`config.mk`:
```
export PLATFORM = sky130hd
export DESIGN_NAME = ecr_interp
export DESIGN_NICKNAME = d
export VERILOG_FILES = /design/src/sv/elevation_color_ramp_flood_tint_macros.svh /design/src/sv/ecr_pkg.sv /design/src/sv/ecr_interp.sv
export SDC_FILE = /design/constraint.sdc
export NUM_CORES = 2
export LEC_CHECK = 0
export BUFFER_PORTS_ARGS = -buffer_cell sky130_fd_sc_hd__buf_2
export CORE_UTILIZATION = 55
export CTS_CLUSTER_SIZE = 25
export DETAILED_ROUTE_END_ITERATION = 12
export PLACE_DENSITY_LB_ADDON = 0.15
export REMOVE_ABC_BUFFERS = 1
export SLEW_MARGIN = 20
export SYNTH_ARGS = -nofsm -noshare
export SYNTH_HDL_FRONTEND = slang
export SYNTH_SLANG_ARGS = --single-unit
```
`constraint.sdc`:
```
create_clock -name aclk -period 47.8 [get_ports aclk]
set_input_delay 2.39 -clock aclk [delete_from_list [all_inputs] [get_ports aclk]]
set_output_delay 2.39 -clock aclk [all_outputs]
set_load 0.02 [all_outputs]
```
`src/sv/elevation_color_ramp_flood_tint_macros.svh`:
```
// ----------------------------------------------------------------------------
// Assertion macros for the elevation color ramp block
// Short forms of the concurrent checks used at the top level. All checks
// are clocked on aclk and are held off while aresetn is low.
// ----------------------------------------------------------------------------
`ifndef ELEVATION_COLOR_RAMP_FLOOD_TINT_MACROS_SVH
`define ELEVATION_COLOR_RAMP_FLOOD_TINT_MACROS_SVH

// A condition that must hold at every clock edge out of reset.
`define ECR_ASSERT_ALWAYS(lbl, cond, msg) \
    lbl: assert property (@(posedge aclk) disable iff (!aresetn) (cond)) \
        else $error(msg);

// A consequence that must hold in the same cycle as its trigger.
`define ECR_ASSERT_IMPLY(lbl, pre, con, msg) \
    lbl: assert property (@(posedge aclk) disable iff (!aresetn) (pre) |-> (con)) \
        else $error(msg);

`endif

```
`src/sv/ecr_pkg.sv`:
```
// ----------------------------------------------------------------------------
// ecr_pkg
// Types, register codes and reset values shared by the color ramp modules.
// ----------------------------------------------------------------------------
`timescale 1ns / 1ps
`default_nettype none

package ecr_pkg;

    // Field widths.
    localparam int ELEV_W     = 16;
    localparam int PT_ELEV_W  = 18;
    localparam int COLOR_W    = 8;
    localparam int PT_W       = 42;
    localparam int LEVELS_W   = 48;
    localparam int CFG_DATA_W = 48;
    localparam int CFG_IDX_W  = 3;
    localparam int MAX_POINTS = 6;
    localparam int NUM_W      = 26;
    localparam int DIV_STAGES = COLOR_W;

    // Channel order inside a color word.
    localparam int CH_BLUE  = 0;
    localparam int CH_GREEN = 1;
    localparam int CH_RED   = 2;

    // Configuration register indexes.
    typedef enum logic [CFG_IDX_W-1:0] {
        REG_RAMP_0       = 3'd0,
        REG_RAMP_1       = 3'd1,
        REG_RAMP_2       = 3'd2,
        REG_RAMP_3       = 3'd3,
        REG_RAMP_4       = 3'd4,
        REG_RAMP_5       = 3'd5,
        REG_FLOOD_LEVELS = 3'd6,
        REG_FLOOD_TINT   = 3'd7
    } cfg_reg_t;

    // Reset values of the registers.
    localparam logic [PT_W-1:0] RAMP_RESET [MAX_POINTS] = '{
        42'd800658292732, 42'd1904578396161, 42'd3968186450000,
        42'd3450779730220, 42'd2933386117520, 42'd2417326818080
    };
    localparam logic [LEVELS_W-1:0] FLOOD_LEVELS_RESET = 48'd429500006410;
    localparam logic [COLOR_W-1:0]  FLOOD_TINT_RESET   = 8'd90;

    // Elevation used for samples outside the map.
    localparam logic signed [ELEV_W-1:0] OFF_MAP_ELEV = -16'sd10;

    // A tinted channel must stay below this value.
    localparam logic [COLOR_W:0] TINT_LIMIT = 9'd255;

    // One BGR color, blue in the lowest byte.
    typedef logic [2:0][COLOR_W-1:0] rgb_t;

    // Segment chosen for one sample, after the search stage.
    typedef struct packed {
        logic                        clamp;
        logic signed [PT_ELEV_W-1:0] q;
        logic signed [PT_ELEV_W-1:0] lo;
        logic signed [PT_ELEV_W-1:0] hi;
        rgb_t                        ca;
        rgb_t                        cb;
        rgb_t                        flood;
    } seg_t;

    // Interpolation numerators and the common divisor.
    typedef struct packed {
        logic [2:0][NUM_W-1:0] num;
        logic [PT_ELEV_W-1:0]  dvs;
        rgb_t                  flood;
    } num_t;

    // Partial state of the quotient pipeline.
    typedef struct packed {
        logic [2:0][NUM_W-1:0] rem;
        rgb_t                  quot;
        logic [PT_ELEV_W-1:0]  dvs;
        rgb_t                  flood;
    } div_t;

    // Finished result, heat color in the low half.
    typedef struct packed {
        rgb_t flood;
        rgb_t heat;
    } res_t;

    // Signed elevation of a ramp point.
    function automatic logic signed [PT_ELEV_W-1:0] pt_elev(input logic [PT_W-1:0] pt);
        return signed'(pt[PT_ELEV_W-1:0]);
    endfunction

    // Color of a ramp point.
    function automatic rgb_t pt_rgb(input logic [PT_W-1:0] pt);
        return rgb_t'(pt[PT_W-1:PT_ELEV_W]);
    endfunction

endpackage

`default_nettype wire

```
`src/sv/ecr_interp.sv`:
```
// ----------------------------------------------------------------------------
// ecr_interp
// Interpolation weights, per-channel products and the summed numerators.
// Three register stages: differences, multiply, add.
// ----------------------------------------------------------------------------
`timescale 1ns / 1ps
`default_nettype none

module ecr_interp (
    input  wire logic          aclk,
    input  wire logic          aresetn,
    input  wire logic          seg_valid,
    output logic               seg_ready,
    input  wire ecr_pkg::seg_t seg,
    output logic               num_valid,
    input  wire logic          num_ready,
    output ecr_pkg::num_t      num
);

    localparam int W  = ecr_pkg::PT_ELEV_W;
    localparam int NW = ecr_pkg::NUM_W;

    // Stage C registers: weights and divisor.
    logic                 c_valid_reg;
    logic [W-1:0]         c_wa_reg, c_wb_reg, c_dvs_reg;
    logic [W-1:0]         c_wa_next, c_wb_next, c_dvs_next;
    ecr_pkg::rgb_t        c_ca_reg, c_cb_reg, c_flood_reg;
    logic                 c_ready;

    // Stage D registers: products.
    logic                 d_valid_reg;
    logic [2:0][NW-1:0]   d_pa_reg, d_pb_reg;
    logic [2:0][NW-1:0]   d_pa_next, d_pb_next;
    logic [W-1:0]         d_dvs_reg;
    ecr_pkg::rgb_t        d_flood_reg;
    logic                 d_ready;

    // Stage E registers: numerators.
    logic                 e_valid_reg;
    ecr_pkg::num_t        num_reg;
    ecr_pkg::num_t        num_next;
    logic                 e_ready;

    logic signed [W:0]    diff_hq, diff_ql, diff_hl;

    assign c_ready   = !c_valid_reg || d_ready;
    assign d_ready   = !d_valid_reg || e_ready;
    assign e_ready   = !e_valid_reg || num_ready;
    assign seg_ready = c_ready;

    // Stage C: distances to both points. A clamped sample becomes a unit
    // segment that returns its color unchanged.
    always_comb begin
        diff_hq = {seg.hi[W-1], seg.hi} - {seg.q[W-1], seg.q};
        diff_ql = {seg.q[W-1], seg.q} - {seg.lo[W-1], seg.lo};
        diff_hl = {seg.hi[W-1], seg.hi} - {seg.lo[W-1], seg.lo};
        if (seg.clamp) begin
            c_wa_next  = W'(1);
            c_wb_next  = '0;
            c_dvs_next = W'(1);
        end else begin
            c_wa_next  = diff_hq[W-1:0];
            c_wb_next  = diff_ql[W-1:0];
            c_dvs_next = diff_hl[W-1:0];
        end
    end

    always_ff @(posedge aclk) begin
        if (!aresetn) begin
            c_valid_reg <= 1'b0;
        end else if (c_ready) begin
            c_valid_reg <= seg_valid;
        end
    end

    always_ff @(posedge aclk) begin
        if (c_ready && seg_valid) begin
            c_wa_reg    <= c_wa_next;
            c_wb_reg    <= c_wb_next;
            c_dvs_reg   <= c_dvs_next;
            c_ca_reg    <= seg.ca;
            c_cb_reg    <= seg.cb;
            c_flood_reg <= seg.flood;
        end
    end

    // Stage D: weight times color for each channel and each end point.
    always_comb begin
        for (int c = 0; c < 3; c++) begin
            d_pa_next[c] = {{(NW-W){1'b0}}, c_wa_reg}
                         * {{(NW-ecr_pkg::COLOR_W){1'b0}}, c_ca_reg[c]};
            d_pb_next[c] = {{(NW-W){1'b0}}, c_wb_reg}
                         * {{(NW-ecr_pkg::COLOR_W){1'b0}}, c_cb_reg[c]};
        end
    end

    always_ff @(posedge aclk) begin
        if (!aresetn) begin
            d_valid_reg <= 1'b0;
        end else if (d_ready) begin
            d_valid_reg <= c_valid_reg;
        end
    end

    always_ff @(posedge aclk) begin
        if (d_ready && c_valid_reg) begin
            d_pa_reg    <= d_pa_next;
            d_pb_reg    <= d_pb_next;
            d_dvs_reg   <= c_dvs_reg;
            d_flood_reg <= c_flood_reg;
        end
    end

    // Stage E: numerator sum; it never exceeds 255 times the divisor.
    always_comb begin
        for (int c = 0; c < 3; c++) begin
            num_next.num[c] = d_pa_reg[c] + d_pb_reg[c];
        end
        num_next.dvs   = d_dvs_reg;
        num_next.flood = d_flood_reg;
    end

    always_ff @(posedge aclk) begin
        if (!aresetn) begin
            e_valid_reg <= 1'b0;
        end else if (e_ready) begin
            e_valid_reg <= d_valid_reg;
        end
    end

    always_ff @(posedge aclk) begin
        if (e_ready && d_valid_reg) begin
            num_reg <= num_next;
        end
    end

    assign num_valid = e_valid_reg;
    assign num       = num_reg;

endmodule

`default_nettype wire

```
# ---- Yosys cells after proc, flatten, opt, wreduce, memory -nomap -nowiden
# Index checks and enable logic that the tools add are counted.
dict set report classes {
  add_sub_neg 6
  multipliers 6
  reduce_logical 9
}
# cell count
set op_table {}
lappend op_table {{18-bit by 8-bit multiplier with 26-bit output} 6}
lappend op_table {{26-bit adder} 3}
lappend op_table {{18-bit subtractor} 3}
lappend op_table {{1-bit logical AND} 3}
lappend op_table {{1-bit zero test} 3}
lappend op_table {{1-bit logical OR} 3}
dict set report word_totals {
  reg_bits 447
  elab_cells 53
}

# ---- Logic depth before layout (Yosys ltp)
dict set report depth {
  word_depth 5
  depth_mapped 21
}

# ---- Least setup slack after synthesis
# OpenSTA, ideal clock, no wires.
dict set report synth_path {
  kind {input to register}
  startpoint {input num_ready}
  endpoint {register d_dvs_reg[0], enable pin}
  t_arrival_ns 16.746
  required_ns 46.741
  path_slack_ns 29.995
  stages 2
  n_path_buf 0
  cell_sequence {nor2b_1 -> a21boi_0}
}
dict set report synth_via {
  elab_chain_cells 3
}
# item line_no
set synth_lines {}
lappend synth_lines {{from (decl)} ecr_interp.sv:16} ;# input wire logic num_ready,
lappend synth_lines {{1-bit logical OR} ecr_interp.sv:48} ;# assign e_ready = !e_valid_reg || num_ready;
lappend synth_lines {{1-bit logical OR} ecr_interp.sv:47} ;# assign d_ready = !d_valid_reg || e_ready;
lappend synth_lines {{1-bit logical AND} ecr_interp.sv:106} ;# if (d_ready && c_valid_reg) begin
lappend synth_lines {{to (signal assigned)} ecr_interp.sv:109} ;# d_dvs_reg <= c_dvs_reg;
lappend synth_lines {{to (decl)} ecr_interp.sv:34} ;# logic [W-1:0] d_dvs_reg;
# No other way between the ends.
# A chain may end at the register's enable or synchronous reset.

==> results.json <==
{
  "synth_top_cells_by_area": "edfxtp_1 (28%), fa_1 (25%), ha_1 (11%)",
  "weighted_congestion_at_the_end_of_routability_driven_global_placement": 0.9316,
  "setup_repair_after_global_routing_missed_its_margin": "no",
  "synth_edf_count": 444,
  "ioPinCount": 253,
  "reg2reg_slack_ns": 41.89,
  "synthesis_to_layout_area_growth_pct": 8.852,
  "yosys_warnings": 0,
  "top_flip_flop_cell_by_instance_count_after_synthesis": "edfxtp_1",
  "postSynthCellCount": 4507,
  "synth.avg_cell_area_um2": 10.38,
  "wirelength_mm": 108.2,
  "post-route-min-period_ns": 5.909,
  "timing.critical_path.fanout_max": 24,
  "max_slew_margin": 0.2195,
  "start_kind": "flop",
  "stdcell_count": 5877,
  "num-nets-final": 5810,
  "grt_start_max_net_pins": 127,
  "route.detailed.drc": 0,
  "yosys-mux-area-fraction": 0.0004545,
  "die_h_um": 293.7,
  "syn-cell-area_um2": 46800,
  "io_buffers": 252,
  "worst_skew_pair.late_latency_ns": 0.61,
  "place.detailed.hpwl_mm": 82.45,
  "design.core.area_um2": 83950,
  "clock_tree.root_cell": "clkbuf_16",
  "final.hold.worst_slack_ns": 0.4138,
  "die_w_um": 293.7,
  "synth_compound_area_frac": 0.08277,
  "post_cts_resized": 0,
  "finalMaxSlewViolations": 0,
  "synth.ff_latch_count": 447,
  "worstRegToRegCells": 17,
  "htreeDepth": 2,
  "critical_path_class": "flop to flop",
  "row_count": 106,
  "drt-pass1-iter-count": 5,
  "place.detailed.instances": 5776,
  "status": "complete, no violations",
  "clockBufferDepth": 3,
  "max_cap_viols": 0,
  "first_global_vias": 32514,
  "initial_cell_density_of_the_core": 0.5574,
  "cts_tree": "done",
  "die-area_um2": 86260,
  "cts-buffers-inserted": 51,
  "hp-start": "c_flood_reg[15]",
  "synth-async-reset-ratio": 0,
  "worst-endpoint-arrival_ns": 6.27,
  "synth.distinct_cells": 70,
  "via_count": 31746,
  "combinational_family_with_the_most_area_after_synthesis": "adder cells",
  "cts.sinks": 447,
  "antenna_found_initial": 5,
  "routed_via_density": 5.402,
  "yosys.cell_count.top_type": "inv_1",
  "skew_ns": 0.01690,
  "cts-hold-fix-buffers": 0,
  "worst_setup_hold_path_clk_slew_ns": 0.06,
  "achievable-frequency_mhz": 169.2,
  "fin_crit_sh": 0.1236,
  "setup.worst_path.end_class": "flop",
  "hp-class": "flop to flop",
  "r2r_start": "c_wb_reg[5]",
  "routed_wire_length_per_instance_um": 18.40,
  "max_slew.worst_pin.slew_ns": 1.171,
  "yosysTopAreaCellShare": 0.2849,
  "final-setup-viol-count": 0,
  "timing.setup.tns_ns": 0,
  "timing.hold.worst_endpoint": "d_flood_reg[15]",
  "share_of_synthesized_cell_area_in_full_adder_half_adder_and_majority_cells": 0.3564,
  "synth_simple_gate_area_frac": 0.1606,
  "post-cts-setup-buffer-count": 0,
  "grtUsageTotal": 0.2573,
  "yosys-top-cells-count": "inv_1 (749), and2_1 (748), fa_1 (582), edfxtp_1 (444), ha_1 (402)",
  "timing_hold_violations_final": 0,
  "dr.first_iter.drc_count": 1695,
  "route.antenna.remaining_nets": 0,
  "synth-xor-area-share": 0.04248,
  "grt_first_pass_wirelength_mm": 173.8,
  "synth.largest_area_cell": "edfxtp_1",
  "min_delay_path_depth": 0,
  "worst-endpoint-required_ns": 48.16,
  "globalRoute.totalOverflow": 0,
  "drive_above_1_share": 0.08066,
  "synth_sequential_area_ratio": 0.2862,
  "largest_register_ff_count": 120,
  "worst_r2r_endpoint": "d_pb_reg[74]"
}
## layer usage
layer	vias to the layer above	track usage	wire length (um)
li1	14959	-	-
met1	15857	0.3360	45780
met2	774	0.4483	53890
met3	152	0.03112	5184
met4	4	0.07698	3270
met5	-	0	23
## critical path: stages (launching register included)
cell and delay [ns]:
edfxtp_1 1.05, and2_1 0.26, fa_1 0.44, fa_1 0.50, fa_1 0.49, inv_1 0.05, fa_1 0.47, inv_1 0.04
ha_1 0.33, a21o_1 0.19, a21o_1 0.17, a21oi_1 0.26, a311oi_1 0.19, o21a_1 0.24, or4_1 0.41, a31oi_1 0.26
o21ai_0 0.13, xor2_1 0.15
## worst max path at each step
stage | startpoint | end | slack (ns) | cells past startpoint
5_1_grt | c_wa_reg[5] | d_pa_reg[74] | 41.56 | 17
3_5_place_dp | c_wa_reg[5] | d_pa_reg[74] | 41.94 | 17
6_report | c_wb_reg[5] | d_pb_reg[74] | 41.89 | 17
3_3_place_gp | c_wa_reg[5] | d_pa_reg[74] | 41.97 | 17
2_1_floorplan | num_ready | d_dvs_reg[0] | 30.00 | 2
4_1_cts | c_wa_reg[5] | d_pa_reg[74] | 41.90 | 17
## cells by family after synthesis
logic type | after synthesis
and+or+nand+nor | 1365
adders and majority gates | 984
buffers and inverters | 886
AOI/OAI and AO/OA | 596
DFF | 447
xor gates and xnor gates | 227
muxes | 2
## cell type report
class / count / area, um^2
inverter: 749 / 2811
multi-input combinational: 3174 / 30110
tap: 1134 / 1419
sequential: 447 / 13390
timing repair buffer: 272 / 1424
fill: 7283 / 33010
clock buffer: 61 / 1366
antenna: 7 / 17.52
clock inverter: 33 / 396.6
## per-stage QoR
stage,utilization,instance area (um^2),worst slack (ns)
2_1_floorplan,-,46280,30.00
3_3_place_gp,0.5856,49160,41.97
3_5_place_dp,0.5856,49160,41.94
4_1_cts,0.6066,50920,41.90
5_1_grt,0.6066,50920,41.56
6_report,0.6068,50940,41.89
## cell usage in the layout (no fill, tap or decap), types with 109 or more instances in the layout
cell type and count:
a21o_1 109, a21oi_1 184, and2_1 748, buf_2 252, edfxtp_1 444, fa_1 582, ha_1 402, inv_1 749
nand2_1 216, nor2_1 163, xnor2_1 165
Power is left out: the tool's default activity adds up to more than one toggle a clock period on the data nets, which glitch-free logic cannot reach.
