--- src/sv/elevation_color_ramp_flood_tint_macros.svh ---
// ----------------------------------------------------------------------------
// Assertion macros for the elevation color ramp block
// Short forms of the concurrent checks used at the top level. All checks
// are clocked on aclk and are held off while aresetn is low.
// ----------------------------------------------------------------------------
`ifndef ELEVATION_COLOR_RAMP_FLOOD_TINT_MACROS_SVH
`define ELEVATION_COLOR_RAMP_FLOOD_TINT_MACROS_SVH

// A condition that must hold at every clock edge out of reset.
`define ECR_ASSERT_ALWAYS(lbl, cond, msg) \
    lbl: assert property (@(posedge aclk) disable iff (!aresetn) (cond)) \
        else $error(msg);

// A consequence that must hold in the same cycle as its trigger.
`define ECR_ASSERT_IMPLY(lbl, pre, con, msg) \
    lbl: assert property (@(posedge aclk) disable iff (!aresetn) (pre) |-> (con)) \
        else $error(msg);

`endif

--- src/sv/ecr_pkg.sv ---
// ----------------------------------------------------------------------------
// ecr_pkg
// Types, register codes and reset values shared by the color ramp modules.
// ----------------------------------------------------------------------------
`timescale 1ns / 1ps
`default_nettype none

package ecr_pkg;

    // Field widths.
    localparam int ELEV_W     = 16;
    localparam int PT_ELEV_W  = 18;
    localparam int COLOR_W    = 8;
    localparam int PT_W       = 42;
    localparam int LEVELS_W   = 48;
    localparam int CFG_DATA_W = 48;
    localparam int CFG_IDX_W  = 3;
    localparam int MAX_POINTS = 6;
    localparam int NUM_W      = 26;
    localparam int DIV_STAGES = COLOR_W;

    // Channel order inside a color word.
    localparam int CH_BLUE  = 0;
    localparam int CH_GREEN = 1;
    localparam int CH_RED   = 2;

    // Configuration register indexes.
    typedef enum logic [CFG_IDX_W-1:0] {
        REG_RAMP_0       = 3'd0,
        REG_RAMP_1       = 3'd1,
        REG_RAMP_2       = 3'd2,
        REG_RAMP_3       = 3'd3,
        REG_RAMP_4       = 3'd4,
        REG_RAMP_5       = 3'd5,
        REG_FLOOD_LEVELS = 3'd6,
        REG_FLOOD_TINT   = 3'd7
    } cfg_reg_t;

    // Reset values of the registers.
    localparam logic [PT_W-1:0] RAMP_RESET [MAX_POINTS] = '{
        42'd800658292732, 42'd1904578396161, 42'd3968186450000,
        42'd3450779730220, 42'd2933386117520, 42'd2417326818080
    };
    localparam logic [LEVELS_W-1:0] FLOOD_LEVELS_RESET = 48'd429500006410;
    localparam logic [COLOR_W-1:0]  FLOOD_TINT_RESET   = 8'd90;

    // Elevation used for samples outside the map.
    localparam logic signed [ELEV_W-1:0] OFF_MAP_ELEV = -16'sd10;

    // A tinted channel must stay below this value.
    localparam logic [COLOR_W:0] TINT_LIMIT = 9'd255;

    // One BGR color, blue in the lowest byte.
    typedef logic [2:0][COLOR_W-1:0] rgb_t;

    // Segment chosen for one sample, after the search stage.
    typedef struct packed {
        logic                        clamp;
        logic signed [PT_ELEV_W-1:0] q;
        logic signed [PT_ELEV_W-1:0] lo;
        logic signed [PT_ELEV_W-1:0] hi;
        rgb_t                        ca;
        rgb_t                        cb;
        rgb_t                        flood;
    } seg_t;

    // Interpolation numerators and the common divisor.
    typedef struct packed {
        logic [2:0][NUM_W-1:0] num;
        logic [PT_ELEV_W-1:0]  dvs;
        rgb_t                  flood;
    } num_t;

    // Partial state of the quotient pipeline.
    typedef struct packed {
        logic [2:0][NUM_W-1:0] rem;
        rgb_t                  quot;
        logic [PT_ELEV_W-1:0]  dvs;
        rgb_t                  flood;
    } div_t;

    // Finished result, heat color in the low half.
    typedef struct packed {
        rgb_t flood;
        rgb_t heat;
    } res_t;

    // Signed elevation of a ramp point.
    function automatic logic signed [PT_ELEV_W-1:0] pt_elev(input logic [PT_W-1:0] pt);
        return signed'(pt[PT_ELEV_W-1:0]);
    endfunction

    // Color of a ramp point.
    function automatic rgb_t pt_rgb(input logic [PT_W-1:0] pt);
        return rgb_t'(pt[PT_W-1:PT_ELEV_W]);
    endfunction

endpackage

`default_nettype wire

--- src/sv/ecr_div.sv ---
// ----------------------------------------------------------------------------
// ecr_div
// Pipelined restoring division of the three numerators by the segment
// length, one quotient bit per stage, most significant bit first.
// ----------------------------------------------------------------------------
`timescale 1ns / 1ps
`default_nettype none

module ecr_div (
    input  wire logic          aclk,
    input  wire logic          aresetn,
    input  wire logic          num_valid,
    output logic               num_ready,
    input  wire ecr_pkg::num_t num,
    output logic               res_valid,
    input  wire logic          res_ready,
    output ecr_pkg::res_t      res
);

    localparam int NS = ecr_pkg::DIV_STAGES;
    localparam int NW = ecr_pkg::NUM_W;
    localparam int W  = ecr_pkg::PT_ELEV_W;
    localparam int CW = ecr_pkg::COLOR_W;

    logic          v_reg  [NS];
    ecr_pkg::div_t st_reg [NS];
    logic [NS:0]   rdy;
    ecr_pkg::div_t st_init;

    assign rdy[NS]   = res_ready;
    assign num_ready = rdy[0];

    // Division starts with the whole numerator as remainder.
    always_comb begin
        st_init.rem   = num.num;
        st_init.quot  = '0;
        st_init.dvs   = num.dvs;
        st_init.flood = num.flood;
    end

    for (genvar s = 0; s < NS; s++) begin : g_stage
        localparam int SH = NS - 1 - s;

        ecr_pkg::div_t st_in;
        ecr_pkg::div_t st_next;
        logic          v_in;
        logic [NW-1:0] sub;

        if (s == 0) begin : g_first
            assign st_in = st_init;
            assign v_in  = num_valid;
        end else begin : g_rest
            assign st_in = st_reg[s-1];
            assign v_in  = v_reg[s-1];
        end

        assign rdy[s] = !v_reg[s] || rdy[s+1];

        // Trial subtraction of the shifted divisor for each channel.
        always_comb begin
            sub             = {{(NW-W){1'b0}}, st_in.dvs} << SH;
            st_next.dvs     = st_in.dvs;
            st_next.flood   = st_in.flood;
            for (int c = 0; c < 3; c++) begin
                if (st_in.rem[c] >= sub) begin
                    st_next.rem[c]  = st_in.rem[c] - sub;
                    st_next.quot[c] = {st_in.quot[c][CW-2:0], 1'b1};
                end else begin
                    st_next.rem[c]  = st_in.rem[c];
                    st_next.quot[c] = {st_in.quot[c][CW-2:0], 1'b0};
                end
            end
        end

        always_ff @(posedge aclk) begin
            if (!aresetn) begin
                v_reg[s] <= 1'b0;
            end else if (rdy[s]) begin
                v_reg[s] <= v_in;
            end
        end

        always_ff @(posedge aclk) begin
            if (rdy[s] && v_in) begin
                st_reg[s] <= st_next;
            end
        end
    end

    assign res_valid = v_reg[NS-1];
    assign res.heat  = st_reg[NS-1].quot;
    assign res.flood = st_reg[NS-1].flood;

endmodule

`default_nettype wire

--- config.mk ---
export PLATFORM = sky130hd
export DESIGN_NAME = ecr_div
export DESIGN_NICKNAME = d
export VERILOG_FILES = /design/src/sv/elevation_color_ramp_flood_tint_macros.svh /design/src/sv/ecr_pkg.sv /design/src/sv/ecr_div.sv
export SDC_FILE = /design/constraint.sdc
export NUM_CORES = 2
export LEC_CHECK = 0
export BUFFER_PORTS_ARGS = -buffer_cell sky130_fd_sc_hd__buf_2
export CORE_MARGIN = 2
export CORE_UTILIZATION = 35
export DETAILED_ROUTE_END_ITERATION = 10
export RECOVER_POWER = 25
export SLEW_MARGIN = 20
export SYNTH_ARGS = -nofsm -noshare
export SYNTH_HDL_FRONTEND = slang
export SYNTH_SLANG_ARGS = --single-unit
--- constraint.sdc ---
create_clock -name aclk -period 24.5 [get_ports aclk]
set_input_delay 4.9 -clock aclk [delete_from_list [all_inputs] [get_ports aclk]]
set_output_delay 4.9 -clock aclk [all_outputs]
set_load 0.03 [all_outputs]
# Word level (Yosys, flattened, before mapping)
# Memories as Yosys holds them, arrays and structs flattened.
# Cells that the tools add are included.
classes:
  add_sub_neg: 24
  order_cmp: 24
  muxes: 97
  n_bitwise: 8
  reduce_logical: 24
ops:
  columns: ["cell", "n"]
  rows:
  - ["26-bit 2-to-1 mux", 24]
  - ["26-bit by 18-bit greater-or-equal comparator with 1-bit output", 3]
  - ["26-bit by 19-bit greater-or-equal comparator with 1-bit output", 3]
  - ["26-bit by 20-bit greater-or-equal comparator with 1-bit output", 3]
  - ["26-bit by 21-bit greater-or-equal comparator with 1-bit output", 3]
  - ["26-bit by 22-bit greater-or-equal comparator with 1-bit output", 3]
  - ["26-bit by 23-bit greater-or-equal comparator with 1-bit output", 3]
  - ["26-bit by 24-bit greater-or-equal comparator with 1-bit output", 3]
  - ["26-bit by 25-bit greater-or-equal comparator with 1-bit output", 3]
  - ["26-bit by 18-bit subtractor with 26-bit output", 3]
  - ["26-bit by 19-bit subtractor with 26-bit output", 3]
  - ["26-bit by 20-bit subtractor with 26-bit output", 3]
  - ["26-bit by 21-bit subtractor with 26-bit output", 3]
  - ["26-bit by 22-bit subtractor with 26-bit output", 3]
  - ["26-bit by 23-bit subtractor with 26-bit output", 3]
  - ["26-bit by 24-bit subtractor with 26-bit output", 3]
  - ["26-bit by 25-bit subtractor with 26-bit output", 3]
  - ["1-bit 2-to-1 mux", 73]
  - ["1-bit logical AND", 8]
  - ["1-bit zero test", 8]
  - ["1-bit logical OR", 8]
  - ["1-bit bitwise OR", 8]
totals:
  reg_bits: 0
  mem_bits_rw: 1160
  inputBits: 124
  output_inout_bits: 50
  word_cells: 179
  memories: 2
memory_table:
  columns: ["memory", "depth", "width", "rd", "rd_clocked_by_memory_dff", "wr", "line", "text"]
  rows:
  - ["st_reg", 8, 144, 8, 0, 8, "ecr_div.sv:26", "ecr_pkg::div_t st_reg [NS];"]
  - ["v_reg", 8, 1, 8, 0, 8, "ecr_div.sv:25", "logic v_reg [NS];"]

# Depth between registers and ports, before layout
# An unclocked memory read counts as a cell.
depth:
  depth_word: 14
  ltp_mapped: 15
  ltp_nobuf: 14

# Worst setup path before layout
# Ideal clock, no wire load.
synth_timing:
  path_kind: "input port to flip-flop"
  from: "input port res_ready"
  to: "memory v_reg[2][0] (netlist: v_reg[0][2]), data pin"
  setup_ns: 0.184
  arrival_ns: 12.496
  slack_ns: 11.820
  stages: 6
  n_path_buf: 1
  path_cell_list: "nor2b_1 > and2_1 > and3_1 > clkbuf_1 > a31oi_1 > and2_1"
synth_lines:
  columns: ["element", "line", "text"]
  rows:
  - ["from (decl)", "ecr_div.sv:16", "input wire logic res_ready,"]
  - ["to (decl)", "ecr_div.sv:25", null]

# Final worst setup path
layout_timing:
  from: "input port res_ready"
  to: "output port num_ready"
layout_between:
  elab_chain_cells: 8
layout_rtl:
  columns: ["element", "line", "text"]
  rows:
  - ["1-bit logical OR (8 in series)", "ecr_div.sv:57", "assign rdy[s] = !v_reg[s] || rdy[s+1];"]
  - ["to (decl)", "ecr_div.sv:13", "output logic num_ready,"]
# Every way passes these cells.

==> metrics.csv <==
stage,metric,value,unit
outcome,status,finished with violations,
outcome,violations,"max-capacitance violations, max-slew violations",
setup_path,cp-end-kind,output port,
floorplanning,fp.dieArea,159600,sq um
clock_tree,clockBufferDepth,3,
drt,post-route-drc-count,0,
synthesis,netlist_area,54750,sq um
synthesis,syn_nets,5343,
setup_path,crit_family,simple AND/OR/NAND/NOR gates,
timing,rsz0062_at_grt,false,
min_path,min_to,st_reg[1][161]$_DFFE_PP_,
setup_path,r2r_start,st_reg[0][24]$_DFFE_PP_,
setup_path,cp_cell_sequence,"buf_2, nor2b_1, and2_1, and3_1, nand3_1, nor2_1, nand2_1, buf_2",
timing,period_share,47.31,%
placed_design,io_buffers,173,
synthesis,yosysTopAreaCell,edfxtp_1,
setup_path,r2r_cells,11,
global_routing,grt_pass1_vias,35378,
drt,wl,136.2,mm
timing,tns,0,ns
synthesis,ys_seq_elements,980,
synthesis,yosysWarnings,0,
clock_tree,root_buffer,clkbuf_16,
floorplanning,die_y,399.5,um
floorplanning,core,155800,sq um
synthesis,synth-main-ff-cell,edfxtp_1,
cells_and_area,final_cell_mix,"979 x edfxtp_1, 432 x ha_1, 376 x nand2_1, 371 x a21oi_1, 309 x nor2_1",
synthesis,synth_top_family_by_area,compound AO/OA/AOI/OAI gates,
clock_tree,cts-resized-gates,0,
setup_path,cp.arrival,6.69,ns
power_and_ir_drop,ir_drop,59.03,uV
synthesis,synth_edf_count,979,
timing,finalHoldViolCount,0,
global_routing,gr-total-overflow,0,
timing,setup_viol,0,
global_routing,antenna_found_initial,4,
timing,slew_headroom,-14.50,%
cells_and_area,largest_reg_flops,972,
min_path,hp-start,st_reg[1][17]$_DFFE_PP_,
cells_and_area,fillers,14820,
global_routing,grt_usage,16.92,%
cells_and_area,num-nets-final,5565,
synthesis,yosysSeqAreaShare,53.74,%
floorplanning,die_w,399.5,um
drt,vias,36400,
floorplanning,io_pins,174,
synthesis,synth-adder-area-share,10.64,%
synthesis,synth.area.top_cells,"edfxtp_1 54%, ha_1 9.9%, xnor2_1 3.4%",
synthesis,synthArstFlopShare,0,%
clock_tree,cts.sink_count,980,
cells_and_area,syn_to_final_growth,12.79,%
setup_path,cp_slowest_cell,and3_1,
placed_design,placed_cell_area,58200,sq um
synthesis,yosys.area_share.simple,10.99,%
setup_path,crit_path_max_incr_delay,0.42,ns
clock_tree,insertion_delay,0.75,ns
setup_path,critical_path.most_common_cell,buf_2,
cells_and_area,drive_gt1_share,8.993,%
setup_path,crit_required,19.60,ns
placed_design,dpl_worst_slack,12.90,ns
clock_tree,cts_setup_buffers,0,
drt,wl_per_cell,19.07,um
power_and_ir_drop,power_density,68.72,nW/um^2
synthesis,synth_compound_area_share,14.11,%
clock_tree,cts.reportedPaths.clkPinSlew,0.06,ns
setup_path,crit_start,res_ready,
placed_design,gp_congestion,0.9185,
timing,clock_skew,0.05641,ns
cells_and_area,final_common_cell,edfxtp_1,
min_path,hold_class,flip-flop to flip-flop,
drt,postRouteAntennaNets,0,
clock_tree,cts_buffers,109,
floorplanning,initial_core_util,35.13,%
min_path,hold_depth,0,
run,drv_cap,2,
drt,viasPerCell,5.097,
placed_design,hpwlAfterDp,106.8,mm
global_routing,grt_max_degree,76,
timing,hold_ws,0.4145,ns
synthesis,synth_area_per_cell,11.49,sq um
drt,dr.pass1.iters,6,
setup_path,reg2reg_to,st_reg[0][249]$_DFFE_PP_,
drt,dr.first_iter.drc_count,2579,
synthesis,synth_cell_types,93,
setup_path,critPathBufInv,2,
setup_path,cp_max_fo,7,
setup_path,rrSetupSlack,19.90,ns
timing,final.setup.worst_slack,12.91,ns
power_and_ir_drop,leakage,23.07,nW
setup_path,start_kind,primary input,
clock_tree,cts_tree,built,
synthesis,synthMuxAreaShare,1.689,%
synthesis,postSynthCellCount,4766,
synthesis,synth.top_cell.area_share,53.70,%
clock_tree,cts_hold_buf,0,
synthesis,synth_xor_area_share,6.079,%
floorplanning,rows,145,
cells_and_area,final_util,39.62,%
setup_path,setup.worst_path.class,primary input to output port,
timing,slew_viol_final,55,
timing,tightest_slew,1.718,ns
cells_and_area,fin_area,61750,sq um
timing,period_needed,11.59,ns
global_routing,grt_pass1_wl,207.4,mm
timing,fmax,0.08627,GHz
clock_tree,cts_max_level,3,
-- through the flow --
stage                     total power (W)  std cells
after floorplan                  0.002460       4766
after global placement           0.002620       6935
after detailed placement         0.002626       6935
after CTS                        0.004292       7140
after global routing             0.004432       7140
final                            0.004244       7141
-- cell usage after synthesis (8+ instances only) --
library cell  instances
a21oi_1             372
mux2i_1               8
xor2_1              167
o21ai_1              77
o211ai_1             20
fa_1                 21
a21o_1              139
mux2_2               53
a2111oi_0            10
nand2b_1             63
o21bai_1             49
nand3b_1              8
mux2_1               22
a211oi_1             38
or4_1                14
and2_1               21
buf_2                22
nand4_1              56
clkbuf_1             62
inv_1               294
nor2_1              309
nand4b_1              8
a211o_1              13
o31ai_1              36
o21ai_0             270
nand2_1             376
and3_1               40
nor4_1               54
o31a_1               11
and4_1               10
ha_1                432
nor2b_1              54
o21a_1               52
a21boi_1              9
nand3_1              87
o2111ai_1            11
edfxtp_1            979
a31oi_1              31
nor3_1               79
or3_1                29
xnor2_1             213
-- logic make-up after synthesis --
kind of cell / after synthesis
xor gates and xnor gates: 380
muxes: 83
buffers and inverters: 390
and+or+nand+nor: 1244
DFF: 980
AOI/OAI and AO/OA: 1236
adders and majority gates: 453
-- where the power goes --
| part | internal (W) | switching, W |
|---|---|---|
| Sequential | 0.00194 | 0.0000456 |
| Clock | 0.000945 | 0.000702 |
| Combinational | 0.000257 | 0.000355 |
-- layer usage --
layer | track usage, % | wire length (um) | vias up
li1 | - | - | 18283
met1 | 22.03 | 60600 | 16973
met2 | 27.70 | 62990 | 894
met3 | 1.983 | 5291 | 250
met4 | 8.835 | 7320 | 0
met5 | 0 | 0 | -
-- worst max path at each step --
stage	end	slack, ns	cells after the start
after CTS	num_ready	12.89	8
after detailed placement	num_ready	12.90	8
after floorplan	v_reg[0][2]$_DFFE_PP_	11.82	6
after global placement	num_ready	12.87	8
after global routing	num_ready	12.69	8
final	num_ready	12.91	8
-- cell type report --
type                    instances  area [sq um]  area share (%)
clock buffers                 125          2788           4.515
well taps                    2058          2575           4.170
flip-flops and latches        980         29420           47.64
repair buffers                204          1072           1.737
diodes                          1         2.502        0.004053
inverters                     297          1115           1.805
clock inverters                80         840.8           1.362
multi-input cells            3396         23940           38.77
Note: power is estimated with default switching activity, not from simulation.
