--- src/sv/elevation_color_ramp_flood_tint_macros.svh ---
// ----------------------------------------------------------------------------
// Assertion macros for the elevation color ramp block
// Short forms of the concurrent checks used at the top level. All checks
// are clocked on aclk and are held off while aresetn is low.
// ----------------------------------------------------------------------------
`ifndef ELEVATION_COLOR_RAMP_FLOOD_TINT_MACROS_SVH
`define ELEVATION_COLOR_RAMP_FLOOD_TINT_MACROS_SVH

// A condition that must hold at every clock edge out of reset.
`define ECR_ASSERT_ALWAYS(lbl, cond, msg) \
    lbl: assert property (@(posedge aclk) disable iff (!aresetn) (cond)) \
        else $error(msg);

// A consequence that must hold in the same cycle as its trigger.
`define ECR_ASSERT_IMPLY(lbl, pre, con, msg) \
    lbl: assert property (@(posedge aclk) disable iff (!aresetn) (pre) |-> (con)) \
        else $error(msg);

`endif

--- src/sv/ecr_pkg.sv ---
// ----------------------------------------------------------------------------
// ecr_pkg
// Types, register codes and reset values shared by the color ramp modules.
// ----------------------------------------------------------------------------
`timescale 1ns / 1ps
`default_nettype none

package ecr_pkg;

    // Field widths.
    localparam int ELEV_W     = 16;
    localparam int PT_ELEV_W  = 18;
    localparam int COLOR_W    = 8;
    localparam int PT_W       = 42;
    localparam int LEVELS_W   = 48;
    localparam int CFG_DATA_W = 48;
    localparam int CFG_IDX_W  = 3;
    localparam int MAX_POINTS = 6;
    localparam int NUM_W      = 26;
    localparam int DIV_STAGES = COLOR_W;

    // Channel order inside a color word.
    localparam int CH_BLUE  = 0;
    localparam int CH_GREEN = 1;
    localparam int CH_RED   = 2;

    // Configuration register indexes.
    typedef enum logic [CFG_IDX_W-1:0] {
        REG_RAMP_0       = 3'd0,
        REG_RAMP_1       = 3'd1,
        REG_RAMP_2       = 3'd2,
        REG_RAMP_3       = 3'd3,
        REG_RAMP_4       = 3'd4,
        REG_RAMP_5       = 3'd5,
        REG_FLOOD_LEVELS = 3'd6,
        REG_FLOOD_TINT   = 3'd7
    } cfg_reg_t;

    // Reset values of the registers.
    localparam logic [PT_W-1:0] RAMP_RESET [MAX_POINTS] = '{
        42'd800658292732, 42'd1904578396161, 42'd3968186450000,
        42'd3450779730220, 42'd2933386117520, 42'd2417326818080
    };
    localparam logic [LEVELS_W-1:0] FLOOD_LEVELS_RESET = 48'd429500006410;
    localparam logic [COLOR_W-1:0]  FLOOD_TINT_RESET   = 8'd90;

    // Elevation used for samples outside the map.
    localparam logic signed [ELEV_W-1:0] OFF_MAP_ELEV = -16'sd10;

    // A tinted channel must stay below this value.
    localparam logic [COLOR_W:0] TINT_LIMIT = 9'd255;

    // One BGR color, blue in the lowest byte.
    typedef logic [2:0][COLOR_W-1:0] rgb_t;

    // Segment chosen for one sample, after the search stage.
    typedef struct packed {
        logic                        clamp;
        logic signed [PT_ELEV_W-1:0] q;
        logic signed [PT_ELEV_W-1:0] lo;
        logic signed [PT_ELEV_W-1:0] hi;
        rgb_t                        ca;
        rgb_t                        cb;
        rgb_t                        flood;
    } seg_t;

    // Interpolation numerators and the common divisor.
    typedef struct packed {
        logic [2:0][NUM_W-1:0] num;
        logic [PT_ELEV_W-1:0]  dvs;
        rgb_t                  flood;
    } num_t;

    // Partial state of the quotient pipeline.
    typedef struct packed {
        logic [2:0][NUM_W-1:0] rem;
        rgb_t                  quot;
        logic [PT_ELEV_W-1:0]  dvs;
        rgb_t                  flood;
    } div_t;

    // Finished result, heat color in the low half.
    typedef struct packed {
        rgb_t flood;
        rgb_t heat;
    } res_t;

    // Signed elevation of a ramp point.
    function automatic logic signed [PT_ELEV_W-1:0] pt_elev(input logic [PT_W-1:0] pt);
        return signed'(pt[PT_ELEV_W-1:0]);
    endfunction

    // Color of a ramp point.
    function automatic rgb_t pt_rgb(input logic [PT_W-1:0] pt);
        return rgb_t'(pt[PT_W-1:PT_ELEV_W]);
    endfunction

endpackage

`default_nettype wire

--- src/sv/ecr_front.sv ---
// ----------------------------------------------------------------------------
// ecr_front
// Input stage and segment search: picks the bracketing ramp points or the
// clamp color, and applies the flood tint to the source pixel.
// ----------------------------------------------------------------------------
`timescale 1ns / 1ps
`default_nettype none

module ecr_front #(
    parameter int RAMP_POINTS = 6
) (
    input  wire logic                                      aclk,
    input  wire logic                                      aresetn,
    input  wire logic                                      in_valid,
    output logic                                           in_ready,
    input  wire logic signed [ecr_pkg::ELEV_W-1:0]         in_elev,
    input  wire logic                                      in_off_map,
    input  wire ecr_pkg::rgb_t                             in_src,
    input  wire logic [RAMP_POINTS-1:0][ecr_pkg::PT_W-1:0] ramp_pts,
    input  wire logic [ecr_pkg::LEVELS_W-1:0]              flood_levels,
    input  wire logic [ecr_pkg::COLOR_W-1:0]               flood_tint,
    output logic                                           seg_valid,
    input  wire logic                                      seg_ready,
    output ecr_pkg::seg_t                                  seg
);

    localparam int LAST = RAMP_POINTS - 1;

    logic                                a_valid_reg;
    logic signed [ecr_pkg::ELEV_W-1:0]   a_elev_reg;
    ecr_pkg::rgb_t                       a_src_reg;
    logic                                a_ready;
    logic                                b_valid_reg;
    ecr_pkg::seg_t                       seg_reg;
    ecr_pkg::seg_t                       seg_next;
    logic                                b_ready;

    logic signed [ecr_pkg::PT_ELEV_W-1:0] q;
    logic signed [ecr_pkg::ELEV_W-1:0]    lvl [3];
    logic [2:0][ecr_pkg::COLOR_W:0]       tint_sum;
    logic [2:0]                           tint_hit;

    assign a_ready  = !a_valid_reg || b_ready;
    assign b_ready  = !b_valid_reg || seg_ready;
    assign in_ready = a_ready;

    // Stage A: register the sample, substituting the off-map elevation.
    always_ff @(posedge aclk) begin
        if (!aresetn) begin
            a_valid_reg <= 1'b0;
        end else if (a_ready) begin
            a_valid_reg <= in_valid;
        end
    end

    always_ff @(posedge aclk) begin
        if (a_ready && in_valid) begin
            a_elev_reg <= in_off_map ? ecr_pkg::OFF_MAP_ELEV : in_elev;
            a_src_reg  <= in_src;
        end
    end

    // Stage B: ramp segment search and flood tint.
    always_comb begin
        q = {a_elev_reg, 2'b00};

        seg_next.q     = q;
        seg_next.clamp = 1'b0;
        seg_next.lo    = ecr_pkg::pt_elev(ramp_pts[LAST-1]);
        seg_next.hi    = ecr_pkg::pt_elev(ramp_pts[LAST]);
        seg_next.ca    = ecr_pkg::pt_rgb(ramp_pts[LAST-1]);
        seg_next.cb    = ecr_pkg::pt_rgb(ramp_pts[LAST]);

        // Descending scan so the lowest point above the sample wins.
        for (int i = LAST - 1; i >= 1; i--) begin
            if (q < ecr_pkg::pt_elev(ramp_pts[i])) begin
                seg_next.lo = ecr_pkg::pt_elev(ramp_pts[i-1]);
                seg_next.hi = ecr_pkg::pt_elev(ramp_pts[i]);
                seg_next.ca = ecr_pkg::pt_rgb(ramp_pts[i-1]);
                seg_next.cb = ecr_pkg::pt_rgb(ramp_pts[i]);
            end
        end

        // Outside the ramp the end color passes through unchanged.
        if (q < ecr_pkg::pt_elev(ramp_pts[0])) begin
            seg_next.clamp = 1'b1;
            seg_next.ca    = ecr_pkg::pt_rgb(ramp_pts[0]);
        end else if (q >= ecr_pkg::pt_elev(ramp_pts[LAST])) begin
            seg_next.clamp = 1'b1;
            seg_next.ca    = ecr_pkg::pt_rgb(ramp_pts[LAST]);
        end

        // Flood: the first level the sample lies below picks the channel.
        for (int k = 0; k < 3; k++) begin
            lvl[k]      = signed'(flood_levels[k*ecr_pkg::ELEV_W +: ecr_pkg::ELEV_W]);
            tint_sum[k] = {1'b0, a_src_reg[k]} + {1'b0, flood_tint};
        end
        tint_hit = 3'b000;
        if (a_elev_reg < lvl[ecr_pkg::CH_BLUE]) begin
            tint_hit[ecr_pkg::CH_BLUE] = 1'b1;
        end else if (a_elev_reg < lvl[ecr_pkg::CH_GREEN]) begin
            tint_hit[ecr_pkg::CH_GREEN] = 1'b1;
        end else if (a_elev_reg < lvl[ecr_pkg::CH_RED]) begin
            tint_hit[ecr_pkg::CH_RED] = 1'b1;
        end
        for (int k = 0; k < 3; k++) begin
            if (tint_hit[k] && (tint_sum[k] < ecr_pkg::TINT_LIMIT)) begin
                seg_next.flood[k] = tint_sum[k][ecr_pkg::COLOR_W-1:0];
            end else begin
                seg_next.flood[k] = a_src_reg[k];
            end
        end
    end

    always_ff @(posedge aclk) begin
        if (!aresetn) begin
            b_valid_reg <= 1'b0;
        end else if (b_ready) begin
            b_valid_reg <= a_valid_reg;
        end
    end

    always_ff @(posedge aclk) begin
        if (b_ready && a_valid_reg) begin
            seg_reg <= seg_next;
        end
    end

    assign seg_valid = b_valid_reg;
    assign seg       = seg_reg;

endmodule

`default_nettype wire

--- config.mk ---
export PLATFORM = sky130hd
export DESIGN_NAME = ecr_front
export DESIGN_NICKNAME = d
export VERILOG_FILES = /design/src/sv/elevation_color_ramp_flood_tint_macros.svh /design/src/sv/ecr_pkg.sv /design/src/sv/ecr_front.sv
export SDC_FILE = /design/constraint.sdc
export NUM_CORES = 1
export LEC_CHECK = 0
export BUFFER_PORTS_ARGS = -buffer_cell sky130_fd_sc_hd__buf_4
export CORE_AREA = 2 2 188 190
export CTS_BUF_LIST = sky130_fd_sc_hd__clkbuf_4 sky130_fd_sc_hd__clkbuf_8 sky130_fd_sc_hd__clkbuf_16
export DETAILED_ROUTE_END_ITERATION = 8
export DIE_AREA = 0 0 190 192
export GPL_TIMING_DRIVEN = 0
export PLACE_DENSITY = 0.67
export SYNTH_ARGS = -nofsm -noshare
export SYNTH_HDL_FRONTEND = slang
export SYNTH_SLANG_ARGS = --single-unit
--- constraint.sdc ---
create_clock -name aclk -period 15.96 [get_ports aclk]
set_input_delay 1.596 -clock aclk [delete_from_list [all_inputs] [get_ports aclk]]
set_output_delay 1.596 -clock aclk [all_outputs]
set_load 0.1 [all_outputs]
# Word level (Yosys, flattened, before mapping)
# Cells that the tools add are included.
[word_totals]
latchBits = 0
ff_bits = 167
n_memories = 0
rom_bits = 0
inputBits = 353
out_inout_bits = 129
ramBits = 0
word_cells = 58
[op_classes]
n_div = 0
mul = 0
n_eq_ne = 0
n_shift = 0
muxes = 15
n_lt_le_gt_ge = 12
add_sub_neg = 3
n_bitwise = 0
reduce_logical = 9
[op_table]
columns = ["cell", "count"]
rows = [
  ["$mux W84", 4],
  ["$lt A18 B18 Y1", 5],
  ["$lt A16 B16 Y1", 3],
  ["$mux W24", 2],
  ["$add A8 B8 Y9", 3],
  ["$lt A9 B8 Y1 const B", 3],
  ["$mux W8", 3],
  ["$ge A18 B18 Y1", 1],
  ["$logic_and A1 B1 Y1", 5],
  ["$mux W1", 5],
  ["$logic_not A1 Y1", 2],
  ["$logic_or A1 B1 Y1", 2],
  ["$mux W2", 1],
]

# Longest topological paths before layout
[logic_depth]
word_depth = 7
depth_mapped = 11
depth_no_buf = 9

# Worst setup path after synthesis
# No wires, ideal clock.
[synth_path]
path_type = "input to register"
startpoint = "input seg_ready"
endpoint = "register seg_reg (netlist bit seg[0]) (enable)"
path_buffers = 0
setup_time_ps = 625
path_stages = 2
arrival_time_ps = 7199
setup_slack_ps = 8136
required_time_ps = 15335
path_cell_list = "nor2b_1 -> nor2b_1"
[synth_between]
elab_chain_cells = 2
[synth_rtl]
columns = ["item", "line_no", "rtl"]
rows = [
  ["from (decl)", "ecr_front.sv:23", "input wire logic seg_ready,"],
  ["$logic_or A1 B1 Y1", "ecr_front.sv:44", "assign b_ready = !b_valid_reg || seg_ready;"],
  ["$logic_and A1 B1 Y1", "ecr_front.sv:124", "if (b_ready && a_valid_reg) begin"],
  ["to (signal assigned)", "ecr_front.sv:125", "seg_reg <= seg_next;"],
  ["to (decl)", "ecr_front.sv:34", "ecr_pkg::seg_t seg_reg;"],
]
# Every way passes these cells.
# A chain may end at the register's enable or synchronous reset.

==> metrics <==
setup repair after global routing missed its margin=false; Critical path destination=seg[47]$_DFFE_PP_; area of the core=between 0.03 and 0.04 sq mm; sequential fraction of the synthesis area=0.3801; static leakage=~8.1 nW; critical path data required time=16.17 ns; via count=around 14000; Setup violations, final=0; post-synthesis register bit count=167; Warnings, synthesis=0; footprint of the multi-input gates=approximately 0.0073 sq mm; Post-DRT Antenna Nets=0; I/O pins=482; portion of synthesized cell area occupied by the leading cell type=0.3770; Synth area leaders=sky130_fd_sc_hd__edfxtp_1, sky130_fd_sc_hd__ha_1, sky130_fd_sc_hd__nand2_1, sky130_fd_sc_hd__inv_1, sky130_fd_sc_hd__a32oi_1; Hold Path Stages=1; Worst Setup Path Type=in -> reg; vertical die dimension=between 150 and 200 microns; met1 Usage GRT=0.3489; count of nets after finishing=between 2000 and 2500; post-synthesis cell area=0.01314 sq mm; launching element type of the critical path=input pin; peak ir drop on the vdd network=0.07759 mV; critical path capture point type=flip-flop; Final GP Congestion=roughly 0.99; number of clock buffers inserted by TritonCTS=17; die outline width=between 150 and 200 microns; met3 Use GR=0.08624; peak fanout along the critical path=10; Peak Freq=approximately 210 MHz; CP cell instances=buf_4 -> inv_1 -> ha_1 -> nand2_1 -> o31ai_1 -> a2111oi_0 -> o32ai_1 -> or2_1 -> buf_2 -> clkbuf_1 -> o221ai_1 -> a32oi_1; initial antenna violation count=11; Hold Crit Class=reg -> reg; CTS Root Cell=sky130_fd_sc_hd__clkbuf_16; Setup crit start=ramp_pts[129]; P per Cell Area=97.39 mW/mm^2; global-route total usage across every layer=0.3085; half-perimeter wire length after placement=between 40 and 50 mm; Buf+Inv Stages, Crit Path=4; maximum number of pins on one net before global-route repair=36; combined flip-flop and latch cell area=around 0.005 sq mm; detail-routed net length per standard cell=between 20 and 25 microns; detailed-router iteration count before antenna repair=6; launching point of the worst reg2reg path=a_elev_reg[1]$_SDFFCE_PP1P_; initial DRC count=roughly 1200; crit path DAT=4.96 ns; number of cells traversed by the worst register-to-register path=10; met2 global-route usage=0.5338; number of global-route vias before repair=13889; logic depth of the worst path, buffers included=12; site row count=between 60 and 70; number of distinct standard cells referenced by the synthesized netlist=between 70 and 80; Async S/R FF share, synth=0; count of maximum capacitance violations=0; Final min period=between 4 and 5 ns; CTS tree=yes; final worst setup slack=roughly 11 ns; internal power contribution=around 0.0010 W; area delta synth->final=37.66%; setup slack after placement=10.90 ns; count of mapped cells out of synthesis=about 1400; post-synth top area cell=sky130_fd_sc_hd__edfxtp_1; flop-to-flop setup slack=between 10 and 15 ns; clk slew on worst S/H paths=approximately 0.07 ns; reg2reg end=seg[47]$_DFFE_PP_; # H-tree levels=4; power spent charging and discharging nets=0.0007326 W; grt ovf=0; final-layout fill cell count=roughly 3100; Post-synth top flop=sky130_fd_sc_hd__edfxtp_1; outcome=completed; Resize count post-CTS=0; crit path max-delay cell type=sky130_fd_sc_hd__o32ai_1; CP top delay family=compound AO/OA/AOI/OAI gates; drt total wl=57.41 mm; number of setup buffers added after CTS=0; fraction of power consumed by sequential logic=0.316; detail-routed via count per cell=between 5 and 6; final number of hold-violating endpoints=0; switching share of power=0.4158; max_slew headroom=0.4044; Pins Over Slew Limit=0; max incr delay on CP=0.64 ns; clock group share of total power=0.264; Final period util=0.2973; area enclosed by the die boundary=0.03648 sq mm; DRC violations left=0; CTS Sinks=167; max FFs per register=roughly 130; initial cell density of the core=0.3833; synthesized area divided by synthesized cell count=9.393 sq um; combinational fraction of design power=0.420; number of flops mapped to enable cells by yosys=~170; most used routing layer=met2; source-to-sink clock delay at the later pin of the worst-skew pair=around 0.47 ns; setup TNS=0 ns; first-pass GRT wire length=approximately 84 mm; number of port buffers=~480; Clock Skews=roughly 0.014 ns; Worst Tran Pin Value=just under 0.9 ns; fraction of final layout cells with drive strength greater than 1=0.3142; Max Root-Sink Buffers=2; number of hold-repair buffers added at the cts stage=0
-- Yosys cell counts (all sizes together), types with 3 or more instances --
cell and count:
ha 165, buf 17, a31oi 30, nand3 21, nor3 7, a21o 21
o21a 6, nor2b 13, nand2 256, nand4 14, a211oi 14, a2111oi 5
a21oi 51, and3 6, nand2b 4, a32oi 60, mux2i 6, xor2 7
or2 17, a211o 7, nor3b 3, mux2 19, o221ai 60, a31o 26
inv 160, o22ai 29, nor4 4, o21ai 72, o211ai 7, xnor2 9
o31ai 4, fa 3, nor2 19, clkbuf 55, a21boi 3, o21bai 4
edfxtp 165
-- kinds of logic after synthesis --
family                     count (synthesis)  share of synthesized area
buffers and inverters                    232                    0.06827
adders and majority gates                168                     0.1617
DFF                                      167                     0.3801
AOI/OAI and AO/OA                        415                     0.2294
muxes                                     25                    0.02256
other                                      1                  0.0002854
xor gates and xnor gates                  16                    0.01066
and+or+nand+nor                          375                     0.1271
-- power groups by stage --
stage | registers (W) | clock network (W) | logic (W)
after CTS | 0.000557 | 0.000468 | 0.000729
after global placement | 0.000572 | 0 | 0.000711
after detailed placement | 0.000567 | 0 | 0.000726
after global routing | 0.000560 | 0.000485 | 0.000782
after floorplan | 0.000753 | 0 | 0.000289
final | 0.000557 | 0.000465 | 0.000740
-- how the worst min path moves through the flow --
stage,start,to,slack (ns)
global placement,a_valid_reg$_SDFFE_PN0N_,seg_valid$_SDFFE_PN0P_,0.49
finish,a_valid_reg$_SDFFE_PN0N_,seg_valid$_SDFFE_PN0P_,0.53
detailed placement,a_valid_reg$_SDFFE_PN0N_,seg_valid$_SDFFE_PN0P_,0.52
global route,a_valid_reg$_SDFFE_PN0N_,seg_valid$_SDFFE_PN0P_,0.56
CTS,a_valid_reg$_SDFFE_PN0N_,seg_valid$_SDFFE_PN0P_,0.53
floorplan,a_valid_reg$_SDFFE_PN0N_,seg_valid$_SDFFE_PN0P_,0.48
-- cell type report --
type                    instances  area share
diodes                         10    0.001383
well taps                     455     0.03147
clock inverters                15     0.01176
plain buffers                  72     0.01639
multi-input cells            1001      0.4014
clock buffers                  17     0.02352
inverters                     160     0.03320
repair buffers                484      0.2047
flip-flops and latches        167      0.2761
-- routing by layer --
layer  wire (microns)  vias to the layer above
li1                 -                     6279
met1            21150                     6528
met2            27930                      825
met3             5783                      139
met4             2537                        2
met5               13                        -
-- metrics by stage --
stage               hold slack, ns  cell area (sq um)  instances  total power, W  utilization
floorplan                   0.4768              13150       1400        0.001041            -
global placement            0.4925              17310       2334        0.001283       0.5049
detailed placement          0.5157              17430       2339        0.001292       0.5082
CTS                         0.5330              18060       2371        0.001755       0.5269
global route                0.5598              18090       2380        0.001827       0.5275
finish                      0.5316              18090       2381        0.001762       0.5276
-- layout by cell type (no fill, tap or decap), types with 5 or more instances in the layout --
cell type                   instances
sky130_fd_sc_hd__mux2_2            14
sky130_fd_sc_hd__a211oi_1          13
sky130_fd_sc_hd__xnor2_1            9
sky130_fd_sc_hd__ha_1             165
sky130_fd_sc_hd__buf_4            481
sky130_fd_sc_hd__inv_1            160
sky130_fd_sc_hd__clkbuf_16         17
sky130_fd_sc_hd__a211o_1            7
sky130_fd_sc_hd__nor2b_1           12
sky130_fd_sc_hd__mux2i_1            5
sky130_fd_sc_hd__o22ai_1           29
sky130_fd_sc_hd__o21a_1             6
sky130_fd_sc_hd__a31oi_1           30
sky130_fd_sc_hd__a31o_2            20
sky130_fd_sc_hd__a31o_1             6
sky130_fd_sc_hd__nand2_1          256
sky130_fd_sc_hd__a21oi_1           49
sky130_fd_sc_hd__nor2_1            19
sky130_fd_sc_hd__edfxtp_1         165
sky130_fd_sc_hd__or2_2             16
sky130_fd_sc_hd__and3_1             6
sky130_fd_sc_hd__o21ai_0           70
sky130_fd_sc_hd__xor2_1             7
sky130_fd_sc_hd__nor3_1             7
sky130_fd_sc_hd__nand4_1           14
sky130_fd_sc_hd__a32oi_1           60
sky130_fd_sc_hd__o211ai_1           7
sky130_fd_sc_hd__nand3_1           21
sky130_fd_sc_hd__buf_2             15
sky130_fd_sc_hd__a21o_1            21
sky130_fd_sc_hd__o221ai_1          60
sky130_fd_sc_hd__mux2_4             5
sky130_fd_sc_hd__diode_2           10
sky130_fd_sc_hd__clkbuf_1          55
No activity file was read; power rests on OpenSTA's default activity.
